File: config.mk
export PLATFORM = sky130hd
export DESIGN_NAME = pde_ctrl
export DESIGN_NICKNAME = d
export VERILOG_FILES = /design/src/rtl/pde_pkg.sv /design/src/rtl/pde_ctrl.sv
export SDC_FILE = /design/constraint.sdc
export NUM_CORES = 1
export LEC_CHECK = 0
export ABC_AREA = 1
export BUFFER_PORTS_ARGS = -buffer_cell sky130_fd_sc_hd__buf_4
export CORE_MARGIN = 1
export CORE_UTILIZATION = 40
export DETAILED_ROUTE_END_ITERATION = 12
export SYNTH_ARGS = -nofsm -noshare
export SYNTH_HDL_FRONTEND = slang
export SYNTH_SLANG_ARGS = --single-unit
File: constraint.sdc
create_clock -name clk -period 3.3 [get_ports clk]
set_clock_uncertainty 0.15 [all_clocks]
set_input_delay 0.66 -clock clk [delete_from_list [all_inputs] [get_ports clk]]
set_output_delay 0.66 -clock clk [all_outputs]
set_load 0.1 [all_outputs]
File: src/rtl/pde_pkg.sv
package pde_pkg;

  localparam int MAX_POINTS_DEF = 64;
  localparam int COORD_BITS_DEF = 16;
  localparam int FRAC_BITS_DEF  = 8;

  localparam int IDX_OUT_W = 6;
  localparam int DIST_W    = 25;
  localparam logic [DIST_W-1:0] DIST_MAX = {DIST_W{1'b1}};

  typedef enum logic [1:0] {
    ST_IDLE,
    ST_ROW,
    ST_FULL
  } state_t;

  // controller -> datapath command for one cycle
  typedef struct packed {
    logic wr;     // store the arriving point
    logic issue;  // launch one request down the distance pipeline
    logic zero;   // force distance to zero (diagonal or dropped point)
    logic last;
    logic full;
  } cmd_t;

  // sideband that travels with each request through the pipeline
  typedef struct packed {
    logic [IDX_OUT_W-1:0] row;
    logic [IDX_OUT_W-1:0] col;
    logic                 zero;
    logic                 last;
    logic                 full;
  } tag_t;

endpackage

File: src/rtl/pde_ctrl.sv
module pde_ctrl #(
  parameter int MAX_POINTS = pde_pkg::MAX_POINTS_DEF
) (
  input  logic                          clk,
  input  logic                          rst_n,
  input  logic                          in_valid,
  output logic                          in_stall,
  input  logic                          in_new_set,
  input  logic                          dp_adv,
  output pde_pkg::cmd_t                 cmd,
  output logic [$clog2(MAX_POINTS)-1:0] wr_addr,
  output logic [$clog2(MAX_POINTS)-1:0] rd_addr,
  output logic [$clog2(MAX_POINTS)-1:0] row_addr
);
  import pde_pkg::*;

  localparam int IDX_W = $clog2(MAX_POINTS);
  localparam int CNT_W = $clog2(MAX_POINTS + 1);

  state_t             state_r, state_nxt;
  logic [CNT_W-1:0]   count_r, count_nxt;
  logic [IDX_W-1:0]   row_r, row_nxt;
  logic [IDX_W-1:0]   col_r, col_nxt;

  always_ff @(posedge clk) begin
    if (!rst_n) begin
      state_r <= ST_IDLE;
      count_r <= '0;
    end else begin
      state_r <= state_nxt;
      count_r <= count_nxt;
    end
  end

  always_ff @(posedge clk) begin
    row_r <= row_nxt;
    col_r <= col_nxt;
  end

  always_comb begin
    state_nxt = state_r;
    count_nxt = count_r;
    row_nxt   = row_r;
    col_nxt   = col_r;
    cmd       = '0;
    in_stall  = 1'b1;
    wr_addr   = in_new_set ? '0 : count_r[IDX_W-1:0];
    case (state_r)
      ST_IDLE: begin
        in_stall = 1'b0;
        if (in_valid) begin
          if (!in_new_set && count_r == CNT_W'(MAX_POINTS)) begin
            state_nxt = ST_FULL;
          end else begin
            cmd.wr    = 1'b1;
            row_nxt   = wr_addr;
            col_nxt   = '0;
            count_nxt = CNT_W'(wr_addr) + CNT_W'(1);
            state_nxt = ST_ROW;
          end
        end
      end
      ST_ROW: begin
        if (dp_adv) begin
          cmd.issue = 1'b1;
          if (col_r == row_r) begin
            cmd.zero  = 1'b1;
            cmd.last  = 1'b1;
            state_nxt = ST_IDLE;
          end else begin
            col_nxt = col_r + IDX_W'(1);
          end
        end
      end
      ST_FULL: begin
        if (dp_adv) begin
          cmd.issue = 1'b1;
          cmd.zero  = 1'b1;
          cmd.last  = 1'b1;
          cmd.full  = 1'b1;
          state_nxt = ST_IDLE;
        end
      end
      default: begin
        state_nxt = ST_IDLE;
      end
    endcase
  end

  assign rd_addr  = col_r;
  assign row_addr = row_r;

endmodule

**Word-level counts from Yosys, hierarchy flattened**

Cells that the tools add are included.

- Muxes and demuxes: 21
- Reduce and logical (&&, ||, !) cells: 7
- Add/sub/neg operators: 2
- Equal/unequal tests: 10
- Bitwise gates (word level): 1

Operator list:

| kind | count |
|---|---|
| 6-bit 2-to-1 mux | 5 |
| 2-bit 2-to-1 mux | 6 |
| 2-bit inequality test (second input constant) | 6 |
| 6-bit one-hot mux with 2 select lines | 1 |
| 6-bit by 1-bit adder with 7-bit output (second input constant) | 1 |
| 7-bit equality test (second input constant) | 1 |
| 6-bit by 1-bit adder with 6-bit output (second input constant) | 1 |
| 6-bit equality test | 1 |
| 2-bit one-hot mux with 3 select lines | 1 |
| 3-bit one-hot mux with 2 select lines | 1 |
| 1-bit 2-to-1 mux | 5 |
| 5-bit AND reduction | 1 |
| 4-bit 2-to-1 mux | 1 |
| 4-bit AND reduction | 1 |
| 3-bit 2-to-1 mux | 1 |
| 3-bit AND reduction | 1 |
| 2-bit by 1-bit equality test with 1-bit output (second input constant) | 1 |
| 2-bit equality test (second input constant) | 1 |
| 2-bit logical NOT | 1 |
| 2-bit nonzero test | 1 |
| 1-bit logical AND | 1 |
| 1-bit logical NOT | 1 |
| 1-bit inverter | 1 |

- Input bits: 5
- Flip-flop bits (word level): 21
- Word-level logic and storage cells: 45
- Output and inout port bits: 24

**Logic depth before layout (Yosys ltp)**

Gate-level depths: netlist of run 1.

- Word-level depth: 5
- Gate-level depth with buffers: 10
- Mapped depth without buffers: 10

**Worst setup path after synthesis of run 1**

No wires, ideal clock.

- Kind: input-to-output
- From: input dp_adv
- To: output cmd[2] (netlist bit)
- Stages on the path: 3
- Data arrival time: 4.270 ns
- Data required time: 2.490 ns
- Setup slack: -1.780 ns
- Path buffers: 1
- Path through: o211a_1 -> a21boi_0 -> buf_4

RTL lines:

| element | RTL line | RTL |
|---|---|---|
| start, declared | pde_ctrl.sv:9 | `input logic dp_adv,` |
| end, declared | pde_ctrl.sv:10 | `output pde_pkg::cmd_t cmd,` |

==> impl_metrics.toml, run 1 <==
[die]
ios = 29
row_count = 19
dieArea_um2 = 3260
die_y_um = 57.1
dieWidth_um = 57.1
coreArea_um2 = 2810
initial_core_util_pct = 43.2

[global_routing]
grt_max_degree = 15
gr-total-overflow = 0
grt_pass1_vias = 1003
grt_pass1_wl_mm = 4.12
grt_use_total_pct = 16.4
grt_antenna_before_repair = 0

[drt]
via_per_inst = 4.91
drc = 0
antenna_left = 0
routedWlPerCell_um = 11.2
drt-total-wl_mm = 2.44
firstDrtPassIters = 4
drtIter0Drc = 20
via_count = 1071

[timing]
setup_viol = 0
fmax_mhz = 366
slew_headroom_pct = 57.1
period_needed_ns = 2.73
finalCritPeriodShare_pct = 82.8
maxSlewViolCount = 0
finalSetupTns_ns = 0
tightest_slew_ns = 0.643
rsz0062_at_grt = "no"
final-hold-violation-count = 0

[setup_path]
ff2ff_setup_slack_ns = 1.01
start_kind = "flip-flop"
r2r-start = "state_r[1]"
path_max_fanout = 14
critPathArrivalTime_ns = 1.92
critPathKind = "flip-flop to output pin"
reg2reg_depth = 6
cp.required_ns = 2.49
end_kind = "output pin"
r2r-end = "rd_addr[4]"

[clock_network]
cts.sinks = 21
clock_latency_ns = 0.31
clkSlewWorstSetupHoldPaths_ns = 0.12
cts-root-buf = "clkbuf_4"
cts-resized-gates = 0
cts_setup_buffers = 0
cts_made_buffers = 3
cts_hold_buffers = 0
cts_tree = "built"
cts_buffer_depth = 2
cts_max_level = 1

[logic_synthesis]
avgSynthCellArea_um2 = 7.77
syn_nets = 166
yosysUniqueCellTypes = 27
ys.warnings.count = 0
syn_area_um2 = 1210
ys_seq_elements = 21
yosysSeqAreaShare_pct = 44.6
synth_cells = 156

[min_path]
min_to = "count_r[2]"
min_from = "count_r[2]"
min_path_cells = 2
holdCritPathClass = "flip-flop to flip-flop"

[final_layout]
area_growth_pct = 23.1
seqCellArea_um2 = 541
multiInputGateArea_um2 = 563
drive_gt1_share_pct = 23.5
fillers = 274
layout.nets = 198
diodes = 0

[placed_design]
io_buffer_count = 28
place.gp.congestion = 0.834
hpwl_mm = 1.97

[run_status]
status = "complete, no violations"

[flow_run]
cap_viol_max_count = 0
==> flip-flops by register name, indices dropped and copies added, names as in the netlist <==
signal,cells
count_r,7
rd_addr,6
row_addr,6
state_r,2
==> cells in the mapped netlist, drive strengths merged <==
library cell	count	area share (%)
nand2	35	11
inv	30	9.3
nor2	27	8.8
edfxtp	12	30
dfxtp	9	15
o21ai	9	3.7
a21oi	7	2.9
nor3	6	3.8
ha	5	5.2
nand3	4	2.1
a21boi	3	2.5
nand4	3	2.1
or2	2	1.0
buf	1	0.62
o211a	1	0.83
o22ai	1	0.52
xnor2	1	0.72
==> routing by layer <==
layer / part of all wire, % / global-route usage, %
met1: 45 / 18.9
met2: 49 / 29.6
met3: 3.5 / 2.04
met4: 2.6 / 8.36
met5: 0 / 0
==> worst max-delay path, cell delays in order (launching register included) <==
cell and delay, ns:
dfxtp_1 0.34, inv_1 0.09, ha_1 0.17, inv_1 0.11
nor3_4 0.51, buf_4 0.39
==> cells by family after synthesis <==
group | Yosys count | synth area share (%)
xor+xnor | 1 | 0.723
compound gates | 21 | 10.4
simple gates | 77 | 29.2
flops | 21 | 44.6
buf+inv | 31 | 9.91
fa+ha+maj | 5 | 5.16
==> final cells by class <==
class,count,area share [%]
clock inverters,1,0.335
repair buffers,28,14.1
multi-input cells,104,37.7
flip-flops and latches,21,36.2
clock buffers,3,1.51
inverters,30,7.54
well taps,31,2.60
==> placed cells by master (no fill, tap or decap), drive strengths merged <==
cell type,instances
dfxtp,9
edfxtp,12
ha,5
o22ai,1
buf,28
inv,30
nor2,27
a21boi,3
nand3,4
nand4,3
o211a,1
nor3,6
o21ai,9
clkbuf,3
or2,2
clkinv,1
a21oi,7
nand2,35
xnor2,1
==> metrics by stage <==
step / area [µm²] / std cells / utilization, % / setup WS [ns] / hold slack [ns]
5_1_grt: 1490 / 218 / 53.2 / 0.435 / 0.400
6_report: 1490 / 218 / 53.2 / 0.567 / 0.356
3_3_place_gp: 1470 / 214 / 52.2 / 0.689 / 0.338
4_1_cts: 1490 / 218 / 53.2 / 0.537 / 0.359
3_5_place_dp: 1470 / 214 / 52.2 / 0.671 / 0.337
2_1_floorplan: 1230 / 156 / - / 0.0404 / 0.318
==> worst max-delay path by stage <==
stage / startpoint / endpoint / depth (start not counted)
2_1_floorplan: rd_addr[4] / cmd[2] / 7
3_3_place_gp: in_new_set / cmd[4] / 6
3_5_place_dp: in_new_set / cmd[4] / 6
4_1_cts: state_r[0] / cmd[4] / 5
5_1_grt: state_r[0] / cmd[4] / 5
6_report: state_r[0] / cmd[4] / 5
Power of run 1 is left out: the tool's default activity adds up to more than one toggle a clock period on the data nets, which glitch-free logic cannot reach.
==> run 2, diff against run 1 <==
==> constraint.sdc (replaced) <==
create_clock -name clk -period 2.8 [get_ports clk]
set_clock_uncertainty 0.15 [all_clocks]
set_input_delay 0.56 -clock clk [delete_from_list [all_inputs] [get_ports clk]]
set_output_delay 0.56 -clock clk [all_outputs]
set_load 0.1 [all_outputs]
==> impl_metrics.toml, run 2 (synthesis results as in run 1) <==
[run_status]
status = "complete, no violations"

[clock_network]
cts_max_level = 1
cts_setup_buffers = 0
cts_hold_buffers = 0
cts-resized-gates = 0
cts_tree = "built"
cts-root-buf = "clkbuf_4"
cts_made_buffers = 3
clkSlewWorstSetupHoldPaths_ns = 0.11
cts.sinks = 21
clock_latency_ns = 0.29
cts_buffer_depth = 2

[placed_design]
io_buffer_count = 28
dpl.cell_count = 215
hpwl_mm = 1.93
dpl-instance-area_um2 = 1480
place.gp.congestion = 0.810
post-place-ws_ns = 0.339

[min_path]
holdCritPathClass = "flip-flop to flip-flop"

[final_layout]
fin_cells = 219
regMostFlops = "count_r"
layout_commonest_cell = "nand2_1"
drive_gt1_share_pct = 26.1
final_cell_mix = "34 x nand2_1, 29 x buf_4, 27 x inv_1, 23 x nor2_1, 12 x edfxtp_1"
fillers = 257
diodes = 0
largest_reg_flops = 7
fin_area_um2 = 1500
area_growth_pct = 24.0
layout.nets = 199

[drt]
dr_wl_met2_mm = 1.16
highest_layer = "met4"
drtIter0Drc = 31
drc = 0
via_count = 1054
via_per_inst = 4.81
firstDrtPassIters = 4
drt-total-wl_mm = 2.39
wl_met1_mm = 1.12
routedWlPerCell_um = 10.9
antenna_left = 0
met3_length_um = 86

[setup_path]
start_kind = "flip-flop"
worst-path-buf-inv = 3
cp_cell_sequence = "inv_1 > ha_1 > inv_1 > nor3_4 > buf_4"
path_max_fanout = 14
critPathKind = "flip-flop to output pin"
critPathSlowestCell = "nor3_4"
end_kind = "output pin"
crit_family = "buffers and inverters"
cp.required_ns = 2.09
critPathArrivalTime_ns = 1.91
max_stage_delay_ns = 0.50
crit_top_cell = "inv_1"

[timing]
period_needed_ns = 2.62
final-hold-violation-count = 0
timing.final.ws_setup_ns = 0.181
slew_headroom_pct = 63.3
finalCritPeriodShare_pct = 93.5
setup_viol = 0
rsz0062_at_grt = "no"
tightest_slew_ns = 0.549
whs_ns = 0.360
maxSlewViolCount = 0
fmax_mhz = 382

[die]
row_count = 19
dieArea_um2 = 3260
coreArea_um2 = 2810
dieWidth_um = 57.1
initial_core_util_pct = 43.2
die_y_um = 57.1
ios = 29

[global_routing]
grt_antenna_before_repair = 0
grt_pass1_vias = 970
grt_pass1_wl_mm = 4.12
grt_use_total_pct = 16.1
gr-total-overflow = 0
grt_max_degree = 15

[flow_run]
cap_viol_max_count = 0
-- run 2: metrics by stage --
stage	setup TNS, ns	util, %
after CTS	0	53.6
after global placement	0	52.7
after detailed placement	0	52.7
after floorplan	-0.295	-
after global routing	0	53.6
final	0	53.6
-- run 2: layer usage --
layer / up-vias / global-route usage (%)
met2: 20 / 27.2
li1: 560 / -
met1: 470 / 20.3
met4: 0 / 6.62
met5: - / 0
met3: 4 / 3.17
-- run 2: worst paths after layout --
check	from	end	slack [ns]	cells after the start
worst min-delay path	count_r[2]	count_r[2]	0.36	2
worst max-delay path	state_r[0]	cmd[4]	0.18	5
worst max register to register	state_r[1]	rd_addr[0]	0.80	7
worst min register to register	count_r[2]	count_r[2]	0.36	2
-- run 2: layout make-up --
type	count	area, µm²	share of cell area, %
Clock buffer	4	26.3	1.75
Inverter	30	113	7.49
Multi-Input combinational cell	104	568	37.8
Sequential cell	21	541	35.9
Tap cell	31	38.8	2.58
Timing Repair Buffer	29	218	14.5
-- run 2: worst reg2reg max path: cells and delay by family (launching register included) --
kind | cells | cell delay (ns)
adders and majority gates | 1 | 0.26
buffers and inverters | 3 | 0.44
and+or+nand+nor | 1 | 0.30
DFF | 1 | 0.35
AOI/OAI and AO/OA | 2 | 0.23
Power of run 2 is left out for the same reason.
